==> config.mk <==
export PLATFORM = sky130hd
export DESIGN_NAME = vdc_ctrl
export DESIGN_NICKNAME = d
export VERILOG_FILES = /design/src/rtl/vdc_pkg.sv /design/src/rtl/vdc_ctrl.sv
export SDC_FILE = /design/constraint.sdc
export NUM_CORES = 1
export LEC_CHECK = 0
export CORE_MARGIN = 2
export CORE_UTILIZATION = 55
export CTS_BUF_LIST = sky130_fd_sc_hd__clkbuf_4
export CTS_CLUSTER_SIZE = 24
export DETAILED_ROUTE_END_ITERATION = 10
export DONT_BUFFER_PORTS = 1
export PLACE_DENSITY = 0.76
export SLEW_MARGIN = 20
export SYNTH_ARGS = -nofsm -noshare
export SYNTH_HDL_FRONTEND = slang
export SYNTH_SLANG_ARGS = --single-unit
export TNS_END_PERCENT = 20
==> constraint.sdc <==
create_clock -name clk -period 2.6 [get_ports clk]
set_input_delay 0.26 -clock clk [delete_from_list [all_inputs] [get_ports clk]]
set_output_delay 0.26 -clock clk [all_outputs]
set_load 0.02 [all_outputs]
==> src/rtl/vdc_pkg.sv <==
`timescale 1ns / 1ps
// Shared types and constants of the vertex degree counter.
// No dependencies; every other file of the block uses this package.
package vdc_pkg;

	// Default sizing of the degree store.
	localparam int MAX_VERTICES_DEF = 1024;
	localparam int COUNT_BITS_DEF   = 16;

	// Command codes of an input item.
	localparam logic [1:0] CMD_COUNT = 2'd0;
	localparam logic [1:0] CMD_READ  = 2'd1;
	localparam logic [1:0] CMD_CLEAR = 2'd2;
	localparam logic [1:0] CMD_NONE  = 2'd3;

	// Status codes of a read result.
	localparam logic [1:0] ST_OK    = 2'd0;
	localparam logic [1:0] ST_RANGE = 2'd1;
	localparam logic [1:0] ST_MODE  = 2'd2;

	// Configuration register indexes.
	localparam logic [1:0] CFG_MODE   = 2'd0;
	localparam logic [1:0] CFG_LOOPS  = 2'd1;
	localparam logic [1:0] CFG_DIRECT = 2'd2;
	localparam logic [1:0] CFG_VCOUNT = 2'd3;

	localparam int CFG_DATA_W = 11;

	// Largest degree the output field can show.
	localparam logic [15:0] DEGREE_MAX = 16'hFFFF;

	// One input item.
	typedef struct packed {
		logic [1:0] command;
		logic [9:0] source_vertex;
		logic [9:0] target_vertex;
		logic [9:0] query_vertex;
	} in_item_t;

	// One result item.
	typedef struct packed {
		logic [15:0] degree;
		logic [1:0]  status;
	} out_item_t;

	// Configuration register contents.
	typedef struct packed {
		logic [1:0]  count_mode;
		logic        count_loops;
		logic        is_directed;
		logic [10:0] vertex_count;
	} cfg_t;

endpackage

==> src/rtl/vdc_ctrl.sv <==
`timescale 1ns / 1ps
// Command sequencer: decodes input items, runs the read-modify-write of
// counters, the clearing sweep and the read results. Depends on vdc_pkg.
module vdc_ctrl #(
	parameter int MAX_VERTICES = vdc_pkg::MAX_VERTICES_DEF,
	parameter int COUNT_BITS   = vdc_pkg::COUNT_BITS_DEF,
	localparam int AW = (MAX_VERTICES > 1) ? $clog2(MAX_VERTICES) : 1
) (
	input  logic                  clk,
	input  logic                  arst_n,
	input  vdc_pkg::cfg_t         cfg,
	input  logic                  in_valid,
	output logic                  in_ready,
	input  vdc_pkg::in_item_t     in_data,
	output logic                  out_valid,
	input  logic                  out_ready,
	output vdc_pkg::out_item_t    out_data,
	output logic                  mem_we,
	output logic [AW-1:0]         mem_waddr,
	output logic [COUNT_BITS-1:0] mem_wdata,
	output logic                  mem_re,
	output logic [AW-1:0]         mem_raddr,
	input  logic [COUNT_BITS-1:0] mem_rdata
);

	localparam int DW = COUNT_BITS + 17;

	typedef enum logic [6:0] {
		S_CLEAR = 7'b0000001,
		S_IDLE  = 7'b0000010,
		S_WR_T  = 7'b0000100,
		S_RD_S  = 7'b0001000,
		S_WR_S  = 7'b0010000,
		S_RESP  = 7'b0100000,
		S_SPARE = 7'b1000000
	} state_t;

	state_t             state_q, state_d;
	logic [AW-1:0]      clr_addr_q;
	logic [AW-1:0]      src_addr_q;
	logic [AW-1:0]      tgt_addr_q;
	logic               do_src_q;
	logic [1:0]         status_q;
	logic               out_valid_q;
	vdc_pkg::out_item_t out_data_q;

	logic               accept;
	logic [1:0]         mode_eff;
	logic               src_ok, tgt_ok, qry_ok;
	logic               edge_ok;
	logic               do_tgt, do_src;
	logic [1:0]         rd_status;
	logic [COUNT_BITS-1:0] incr;
	logic [DW-1:0]      dext;
	logic [15:0]        degree_sat;
	logic               clr_last;

	// A vertex id is valid below both vertex_count and the store depth.
	function automatic logic vtx_valid(input logic [9:0] v, input logic [10:0] vcount);
		return ({1'b0, v} < vcount) && (32'(v) < 32'(MAX_VERTICES));
	endfunction

	function automatic logic [AW-1:0] to_addr(input logic [9:0] v);
		logic [AW+9:0] w;
		w = {{AW{1'b0}}, v};
		return w[AW-1:0];
	endfunction

	// Decode of the item at the input.
	always_comb begin
		mode_eff = cfg.count_mode;
		if (cfg.count_mode != 2'd0 && !cfg.is_directed) begin
			mode_eff = 2'b11;
		end
		src_ok  = vtx_valid(in_data.source_vertex, cfg.vertex_count);
		tgt_ok  = vtx_valid(in_data.target_vertex, cfg.vertex_count);
		qry_ok  = vtx_valid(in_data.query_vertex, cfg.vertex_count);
		edge_ok = (mode_eff != 2'd0) && src_ok && tgt_ok &&
			(cfg.count_loops || in_data.source_vertex != in_data.target_vertex);
		do_tgt  = edge_ok && mode_eff[1];
		do_src  = edge_ok && mode_eff[0];
		if (!qry_ok) begin
			rd_status = vdc_pkg::ST_RANGE;
		end else if (mode_eff == 2'd0) begin
			rd_status = vdc_pkg::ST_MODE;
		end else begin
			rd_status = vdc_pkg::ST_OK;
		end
	end

	assign accept   = in_valid && in_ready;
	assign in_ready = (state_q == S_IDLE);
	assign clr_last = (clr_addr_q == AW'(MAX_VERTICES - 1));

	// Saturating increment and output clamp of the counter just read.
	assign incr       = (&mem_rdata) ? mem_rdata : mem_rdata + COUNT_BITS'(1);
	assign dext       = DW'(mem_rdata);
	assign degree_sat = (dext > DW'(vdc_pkg::DEGREE_MAX)) ? vdc_pkg::DEGREE_MAX : dext[15:0];

	// Next state and memory requests.
	always_comb begin
		state_d   = state_q;
		mem_we    = 1'b0;
		mem_waddr = clr_addr_q;
		mem_wdata = '0;
		mem_re    = 1'b0;
		mem_raddr = to_addr(in_data.query_vertex);
		unique case (state_q)
			S_CLEAR: begin
				mem_we = 1'b1;
				if (clr_last) begin
					state_d = S_IDLE;
				end
			end
			S_IDLE: begin
				if (accept) begin
					case (in_data.command)
						vdc_pkg::CMD_COUNT: begin
							if (do_tgt) begin
								mem_re    = 1'b1;
								mem_raddr = to_addr(in_data.target_vertex);
								state_d   = S_WR_T;
							end else if (do_src) begin
								mem_re    = 1'b1;
								mem_raddr = to_addr(in_data.source_vertex);
								state_d   = S_WR_S;
							end
						end
						vdc_pkg::CMD_READ: begin
							mem_re  = (rd_status == vdc_pkg::ST_OK);
							state_d = S_RESP;
						end
						vdc_pkg::CMD_CLEAR: begin
							state_d = S_CLEAR;
						end
						default: begin
							state_d = S_IDLE;
						end
					endcase
				end
			end
			S_WR_T: begin
				mem_we    = 1'b1;
				mem_waddr = tgt_addr_q;
				mem_wdata = incr;
				state_d   = do_src_q ? S_RD_S : S_IDLE;
			end
			S_RD_S: begin
				mem_re    = 1'b1;
				mem_raddr = src_addr_q;
				state_d   = S_WR_S;
			end
			S_WR_S: begin
				mem_we    = 1'b1;
				mem_waddr = src_addr_q;
				mem_wdata = incr;
				state_d   = S_IDLE;
			end
			S_RESP: begin
				if (!out_valid_q || out_ready) begin
					state_d = S_IDLE;
				end
			end
			default: begin
				state_d = S_IDLE;
			end
		endcase
	end

	// Control state; reset starts with a sweep that zeroes the store.
	always_ff @(posedge clk or negedge arst_n) begin
		if (!arst_n) begin
			state_q     <= S_CLEAR;
			clr_addr_q  <= '0;
			out_valid_q <= 1'b0;
		end else begin
			state_q <= state_d;
			if (state_q == S_CLEAR) begin
				clr_addr_q <= clr_last ? '0 : clr_addr_q + AW'(1);
			end
			if (state_q == S_RESP && (!out_valid_q || out_ready)) begin
				out_valid_q <= 1'b1;
			end else if (out_ready) begin
				out_valid_q <= 1'b0;
			end
		end
	end

	// Item fields held for the later steps of a command.
	always_ff @(posedge clk) begin
		if (accept) begin
			src_addr_q <= to_addr(in_data.source_vertex);
			tgt_addr_q <= to_addr(in_data.target_vertex);
			do_src_q   <= do_src;
			status_q   <= rd_status;
		end
	end

	// Output register loaded from the read data or the error status.
	always_ff @(posedge clk) begin
		if (state_q == S_RESP && (!out_valid_q || out_ready)) begin
			out_data_q.status <= status_q;
			out_data_q.degree <= (status_q == vdc_pkg::ST_OK) ? degree_sat : 16'd0;
		end
	end

	assign out_valid = out_valid_q;
	assign out_data  = out_data_q;

endmodule

==> impl_metrics.toml, run 1 <==
[run_status]
status = "complete, but fails checks"
violations = "setup timing"

[clocking]
cts_tree = "built"
clock_latency_ps = 420
cts.htree.levels = 3
cts_sinks = 58
cts_made_buffers = 9
cts.clk_slew.worst_paths_ps = 120
root_buffer = "clkbuf_4"
clk_path_buf_depth = 2

[yosys]
yosys.area_share.simple_pct = 20.69
syn-cell-area_mm2 = 0.003846
yosysWarningCount = 0
ys_ff_latch = 58
synth-xor-area-share_pct = 5.921
synth_cell_types = 56
muxShareOfSynthArea_pct = 0.2602
async_flop_share_pct = 29.31
synth_adder_area_share_pct = 9.434
synth_edf_count = 41
synth_nets = 479
synth-seq-area-share_pct = 43.10
synth_area_per_cell_um2 = 10.04
synth-main-ff-cell = "edfxtp_1"
syn_inst = 383
synth_top_family_by_area = "simple AND/OR/NAND/NOR gates"
synth_compound_area_share_pct = 17.27

[detailed_routing]
vias = 3429
wl_um = 10580
drt-initial-drc-count = 190
drtPass1Iterations = 5
avgViaCountPerCell = 6.327
wl_per_cell_um = 19.53
drc = 0
drtAntennaViolNets = 0

[timing]
period_minus_slack_ps = 3159
setup_ws_ps = -559.2
worst_pin_slew_ps = 812.8
fmax_ghz = 0.3165
rsz0062_at_grt = "yes"
slew_headroom_pct = 45.64
hold_viol = 0
skew_ps = 19.20
finalCritPeriodShare_pct = 121.5
finalSetupViolations = 12
maxSlewViolCount = 0

[critical_path]
cp.depth = 9
crit_chain = "or4_4 > nor3b_4 > nand2_2 > or3_4 > nor4_4 > buf_4 > buf_6 > o311a_1 > a221o_1"
max_stage_delay_ps = 560
rr_worst_depth = 8
crit_arrival_ps = 2900
cpLargestDelayFamily = "simple AND/OR/NAND/NOR gates"
cp.required_ps = 2340
crit_slowest_cell = "or4_4"
reg2reg_to = "state_q[1]"
critPathMaxFanout = 6
r2r_start = "state_q[4]"
critPathKind = "register to output port"
rrSetupSlack_ps = 210
crit_path_end_kind = "output port"
cp.buffers_inverters = 2
start_kind = "register"

[floorplan]
initial_utilization_pct = 56.61
dieArea_mm2 = 0.007678
die_h_um = 87.63
die_x_um = 87.63
ios = 125
placementRows = 30
core_area_mm2 = 0.006794

[place]
dpl_worst_slack_ps = -152.8
dp.final_hpwl_um = 7569
port_buffers = 0
dp.cells = 497
dpl_cell_area_mm2 = 0.004146
gp_congestion = 0.8925

[job]
maxCapViolCount = 0

[layout]
fin_cells = 542
final_nets = 537
num_antenna_cells = 0
post-route-util_pct = 68.45
syn_to_final_growth_pct = 20.92
nFillCells = 499
layout-drive-gt1-share_pct = 17.49
design_area_mm2 = 0.004651

[grt]
antenna_found_initial = 0
grt.overflow.total = 0
grt_first_pass_wirelength_um = 16350
grt_max_degree = 24
grt_pass1_vias = 3249
grt_use_total_pct = 28.22

[power]
vdd_drop_max_mv = 0.2533
p_leak_uw = 0.001950
p_per_area_mw_per_mm2 = 549.1

[worst_hold_path]
worstHoldStart = "cfg[13]"
hold_end = "status_q[1]"
hold_class = "primary input to register"
hold_depth = 1
-- cells by family (layout without fill, tap and decap cells) --
group	count (synthesis)	count (layout)
adder cells (fa/ha/maj)	29	29
AO/OA/AOI/OAI	89	89
buffers and inverters	31	94
XOR/XNOR	26	26
flip-flops	58	58
multiplexers	1	1
AND/OR/NAND/NOR	149	149
-- Yosys cell counts (3+ instances only) --
library cell   n  area share (%)
and2_1        16             2.6
o311a_1       10             2.6
ha_1          29             9.4
clkbuf_1      13             1.3
nand2b_1       4            0.65
o21bai_1      11             2.1
nor3_1         8             1.0
nand4_1        5            0.81
nor2_1        31             3.0
nand2_1       40             3.9
xor2_1        19             4.3
a21oi_1       14             1.8
nand4b_1       3            0.68
a221o_1       10             2.6
xnor2_1        7             1.6
inv_1         16             1.6
edfxtp_1      41              32
and3_1         4            0.65
dfrtp_1       16              10
nor3b_1        5            0.98
a21o_1         4            0.78
nand3_1       10             1.3
or3_1          3            0.49
nor2b_1        4            0.65
o21ai_0       12             1.6
a22oi_1       10             2.0
-- worst max path at each step --
stage	end	slack (ps)	from
after global routing	mem_raddr[0]	-670	state_q[4]
after floorplan	mem_raddr[0]	-200	state_q[4]
after detailed placement	mem_raddr[0]	-150	cfg[8]
after global placement	mem_raddr[3]	-80	cfg[8]
final	mem_raddr[0]	-560	state_q[4]
after CTS	mem_raddr[0]	-540	state_q[4]
-- sequential cells by signal, indices dropped and copies added (netlist names) --
register,flops
clr_addr_q,10
do_src_q,1
src_addr_q,10
status_q,2
state_q,6
out_valid,1
tgt_addr_q,10
out_data,18
-- placed cells by master, fill, tap and decap left out, drive strengths merged, types with 5 or more instances in the layout --
cell | Yosys | layout
nand4 | 5 | 5
o311a | 10 | 10
xor2 | 19 | 19
a21oi | 14 | 14
o21bai | 11 | 11
edfxtp | 41 | 41
nor3b | 6 | 6
nand2 | 41 | 41
nand3 | 10 | 10
clkinv | 0 | 6
clkbuf | 13 | 9
buf | 2 | 37
dfrtp | 16 | 16
inv | 16 | 16
ha | 29 | 29
xnor2 | 7 | 7
a22oi | 10 | 10
a221o | 10 | 10
dlygate4sd3 | 0 | 25
nor2 | 32 | 32
and2 | 17 | 17
nor3 | 8 | 8
o21ai | 12 | 12
-- layout make-up --
cell class	instances	area [µm²]	area share [%]
repair buffers	62	536.8	11.54
clock buffers	9	67.56	1.453
clock inverters	7	70.07	1.507
well taps	96	120.1	2.583
inverters	16	60.06	1.291
multi-input cells	294	2138	45.98
flip-flops and latches	58	1658	35.65
-- through the flow --
stage	TNS, ps	hold WS [ps]	power [µW]
floorplan	-2952	-35.59	1648
global placement	-670.7	-35.15	1785
detailed placement	-1341	-35.12	1806
CTS	-5637	22.94	2496
global route	-7062	23.70	2673
finish	-5807	45.84	2554
-- timing repair --
action / 4_1_cts / 5_1_grt
resized for setup: 9 / 14
hold buffers: 25 / 0
cloned: 1 / 0
setup endpoints to repair: 37 / 31
pin swaps: 0 / 2
setup buffers: 2 / 1
endpoints found under the hold margin: 40 / 0
-- power by group --
part	leakage (µW)	internal (µW)	total [µW]	switching, µW
Clock	0.0000773	291	643	352
Combinational	0.00126	294	676	382
Sequential	0.000612	1140	1230	95.1
-- metal layers --
metal | wire (µm) | GRT usage [%]
met5 | 0 | 0
met4 | 317 | 11.61
met3 | 1042 | 9.331
met2 | 4971 | 44.08
met1 | 4252 | 36.18
No activity file was read; power rests on OpenSTA's default activity.
==> inputs of run 2 (changes only) <==
--- a/config.mk
+++ b/config.mk
@@ -5,7 +5,6 @@
 export SDC_FILE = /design/constraint.sdc
 export NUM_CORES = 1
 export LEC_CHECK = 0
-export CORE_MARGIN = 2
 export CORE_UTILIZATION = 55
 export CTS_BUF_LIST = sky130_fd_sc_hd__clkbuf_4
 export CTS_CLUSTER_SIZE = 24
==> impl_metrics.toml, run 2 (synthesis gave the netlist of run 1 again) <==
[critical_path]
cp.buffers_inverters = 1
cp-startpoint = "state_q[4]"
critPathKind = "register to output port"
r2r_start = "state_q[4]"
cpLargestDelayFamily = "simple AND/OR/NAND/NOR gates"
crit_slowest_cell = "or4_4"
crit_chain = "or4_4 > nor3b_4 > nand2_2 > or3_4 > nor4_4 > buf_4 > nor2_4 > a221o_1"
max_stage_delay_ps = 550
crit_path_end_kind = "output port"
crit_arrival_ps = 2890
start_kind = "register"
cp.required_ps = 2340
critPathMaxFanout = 11

[floorplan]
die_h_um = 85.63
placementRows = 30
ios = 125
core_area_mm2 = 0.006756
die_x_um = 85.63
dieArea_mm2 = 0.007332
initial_utilization_pct = 56.93

[power]
vdd_drop_max_mv = 0.2267
clkPwrFrac_pct = 28.4
internal-power_uw = 1807
pwr-share-comb_pct = 23.8
power.switching_uw = 773.6
p_per_area_mw_per_mm2 = 560.1
p_leak_uw = 0.001953
sequentialPowerShare_pct = 47.8
swShare_pct = 29.98
fin_total_pwr_uw = 2580

[detailed_routing]
drt-initial-drc-count = 160
drc = 0
drtAntennaViolNets = 0
vias = 3369
wl_per_cell_um = 19.29
avgViaCountPerCell = 6.393
wl_um = 10160
drtPass1Iterations = 5

[clocking]
cts_made_buffers = 9
cts_tree = "built"
cts_sinks = 58
cts.clk_slew.worst_paths_ps = 100
root_buffer = "clkbuf_4"
clock_latency_ps = 400
cts.htree.levels = 3
clk_path_buf_depth = 2

[layout]
nFillCells = 515
final_nets = 538
design_area_mm2 = 0.004607
layout-drive-gt1-share_pct = 14.54
fin_cells = 527
num_antenna_cells = 0
mostFrequentLayoutCell = "edfxtp_1"
syn_to_final_growth_pct = 19.78
mostFrequentLayoutCells = "edfxtp_1 (41), nand2_1 (40), buf_4 (34)"
largest_reg_flops = 18

[grt]
grt_max_degree = 24
grt_pass1_vias = 3272
grt_use_total_pct = 28.98
antenna_found_initial = 0
grt.overflow.total = 0
grt_first_pass_wirelength_um = 16280

[timing]
hold_viol = 0
period_minus_slack_ps = 3151
fmax_ghz = 0.3173
setup_ws_ps = -551.3
rsz0062_at_grt = "yes"
worst_pin_slew_ps = 765.0
finalCritPeriodShare_pct = 121.2
slew_headroom_pct = 48.83
finalSetupViolations = 30
skew_ps = 12.22
maxSlewViolCount = 0

[place]
dp.cells = 481
dpl_worst_slack_ps = -151.6
dpl_cell_area_mm2 = 0.004126
port_buffers = 0
dp.final_hpwl_um = 7408
gp_congestion = 0.8662

[worst_hold_path]
worstHoldStart = "cfg[13]"
hold_class = "primary input to register"

[run_status]
violations = "setup timing"
status = "complete, but fails checks"

[job]
maxCapViolCount = 0
run 2: per-layer routing:
layer / routed length [µm] / GRT usage (%) / vias to the layer above
met1: 4011 / 35.25 / 1578
met4: 362 / 14.70 / 0
met5: 0 / 0 / -
met2: 4732 / 45.96 / 202
met3: 1058 / 9.913 / 34
li1: - / - / 1555
run 2: worst paths after layout:
path / to / slack (ps) / cells after the start
hold reg to reg: out_data[0] / 500 / 0
min in group asynchronous: state_q[5] / 360 / 1
setup / recovery: mem_raddr[1] / -550 / 8
hold / removal: status_q[1] / 50 / 1
setup reg to reg: state_q[2] / 180 / 10
max in group asynchronous: clr_addr_q[1] / 1750 / 1
run 2: per-stage QoR:
step | utilization [%] | setup TNS, ps | hold WS [ps]
floorplan | - | -2952 | -35.59
global placement | 61.07 | -636.6 | -35.10
detailed placement | 61.07 | -1343 | -35.01
CTS | 68.13 | -6524 | 30.06
global route | 68.19 | -12390 | 26.39
finish | 68.19 | -7341 | 45.45
run 2: power by group through the flow:
| stage | sequential, µW | clock [µW] | combinational (µW) |
|---|---|---|---|
| 6_report | 1230 | 734 | 613 |
| 2_1_floorplan | 1220 | 0 | 426 |
| 3_3_place_gp | 1250 | 0 | 541 |
| 5_1_grt | 1250 | 778 | 673 |
| 4_1_cts | 1230 | 740 | 605 |
| 3_5_place_dp | 1250 | 0 | 555 |
run 2: what timing repair did:
| action | CTS | global route |
|---|---|---|
| setup endpoints to repair | 37 | 38 |
| endpoints found under the hold margin | 40 | 0 |
| pin swaps | 2 | 2 |
| buffers inserted | 5 | 0 |
| gates resized for setup | 5 | 1 |
| cloned | 0 | 0 |
| hold buffers | 25 | 0 |
run 2: area by class of cell:
cell class / instances / area [µm²] / share of cell area, %
Tap cell: 80 / 100.1 / 2.173
Inverter: 16 / 60.06 / 1.304
Clock inverter: 5 / 78.83 / 1.711
Multi-Input combinational cell: 294 / 2068 / 44.89
Timing Repair Buffer: 63 / 559.3 / 12.14
Clock buffer: 11 / 82.58 / 1.793
Sequential cell: 58 / 1658 / 35.99
==> inputs of run 3 (changes only) <==
--- a/config.mk
+++ b/config.mk
@@ -10,7 +10,10 @@
 export CTS_CLUSTER_SIZE = 24
 export DETAILED_ROUTE_END_ITERATION = 10
 export DONT_BUFFER_PORTS = 1
+export HOLD_SLACK_MARGIN = 0.02
 export PLACE_DENSITY = 0.76
+export RECOVER_POWER = 50
+export SETUP_SLACK_MARGIN = 0.05
 export SLEW_MARGIN = 20
 export SYNTH_ARGS = -nofsm -noshare
 export SYNTH_HDL_FRONTEND = slang
==> impl_metrics.toml, run 3 (synthesis gave the netlist of run 1 again) <==
[timing]
finalSetupViolations = 31
rsz0062_at_grt = "yes"
slew_headroom_pct = 48.81
finalCritPeriodShare_pct = 121.4
holdWs_ps = 39.59
setup_ws_ps = -556.3
maxSlewViolCount = 0
hold_viol = 0
fmax_ghz = 0.3168
skew_ps = 12.20
worst_pin_slew_ps = 765.3
period_minus_slack_ps = 3156

[critical_path]
critPathKind = "register to output port"
crit_arrival_ps = 2900
rrSetupSlack_ps = 180
start_kind = "register"
cp.required_ps = 2340
crit_path_end_kind = "output port"
critPathMaxFanout = 11

[floorplan]
ios = 125
initial_utilization_pct = 56.93
dieArea_mm2 = 0.007332
core_area_mm2 = 0.006756
die_h_um = 85.63
placementRows = 30
die_x_um = 85.63

[grt]
grt_first_pass_wirelength_um = 16280
grt_use_total_pct = 28.98
grt_max_degree = 24
antenna_found_initial = 0
grt_pass1_vias = 3272
grt.overflow.total = 0

[place]
dp.final_hpwl_um = 7408
port_buffers = 0
gp_congestion = 0.8662

[detailed_routing]
vias = 3371
drt-initial-drc-count = 160
wl_per_cell_um = 19.32
drtAntennaViolNets = 0
drc = 0
wl_um = 10180
avgViaCountPerCell = 6.397
drtPass1Iterations = 6

[clocking]
cts.htree.levels = 3
root_buffer = "clkbuf_4"
clk_path_buf_depth = 2
cts.clk_slew.worst_paths_ps = 100
cts_tree = "built"
cts_sinks = 58
clock_latency_ps = 410
cts_made_buffers = 9

[layout]
final_nets = 538
mostFrequentLayoutCell = "edfxtp_1"
syn_to_final_growth_pct = 19.78
nFillCells = 515
largest_reg_flops = 18
mostFrequentLayoutCells = "edfxtp_1 (41), nand2_1 (40), buf_4 (34)"
layout-drive-gt1-share_pct = 14.54
num_antenna_cells = 0

[power]
fin_total_pwr_uw = 2583
vdd_drop_max_mv = 0.2280
p_leak_uw = 0.001953
p_per_area_mw_per_mm2 = 560.7

[run_status]
violations = "setup timing"
status = "complete, but fails checks"

[worst_hold_path]
hold_class = "primary input to register"

[job]
maxCapViolCount = 0
==> run 3: cell types whose count changed in the layout (fill, tap and decap cells not counted) <==
| cell | delta |
|---|---|
| and2_0 | +1 |
| and2_1 | -1 |
==> run 3: metrics by stage <==
stage	instance area (µm²)	TNS, ps	worst slack [ps]	cells	utilization [%]
after global routing	4607	-12390	-670.4	527	68.19
after floorplan	3846	-2952	-201.7	383	-
after CTS	4603	-6524	-531.2	527	68.13
after detailed placement	4126	-1343	-151.6	481	61.07
after global placement	4126	-636.6	-77.40	481	61.07
final	4607	-7529	-556.3	527	68.19
==> run 3: layout make-up <==
cell class,instances,area [µm²],area share (%)
tap,80,100.1,2.173
sequential,58,1658,35.99
multi-input combinational,294,2068,44.89
clock inverter,5,78.83,1.711
timing repair buffer,63,559.3,12.14
clock buffer,11,82.58,1.793
inverter,16,60.06,1.304
==> run 3: worst paths after layout <==
path                        startpoint            end  cells past startpoint
min reg2reg                status_q[0]    out_data[0]                      0
max                         state_q[4]   mem_raddr[1]                      8
min in group asynchronous       arst_n     state_q[5]                      1
max in group asynchronous       arst_n  clr_addr_q[1]                      1
max reg2reg                 state_q[4]     state_q[2]                     10
min                            cfg[13]    status_q[1]                      1
==> run 3: power by group <==
part	leakage, µW	internal [µW]	switching [µW]
Clock	0.0000807	408	328
Combinational	0.00126	259	355
Sequential	0.000612	1140	93.7
==> run 3: what timing repair did <==
item | 4_1_cts | 5_1_grt
cloned | 0 | 0
resized for setup | 5 | 1
hold buffers | 25 | 0
pin swaps | 2 | 2
setup buffers | 5 | 0
endpoints found under the setup margin | 37 | 38
hold endpoints to repair | 40 | 0
==> run 3: critical path: stages (launching register included) <==
cell	delay, ps
dfrtp_1	390
or4_4	550
nor3b_4	210
nand2_2	80
or3_4	350
nor4_4	200
buf_4	190
nor2_4	80
a221o_1	440
==> run 3: routing by layer <==
layer | global-route usage [%] | routed length [µm] | vias up
met3 | 9.913 | 1009 | 33
met2 | 45.96 | 4731 | 197
met4 | 14.70 | 373 | 0
met5 | 0 | 0 | -
li1 | - | - | 1556
met1 | 35.25 | 4068 | 1585
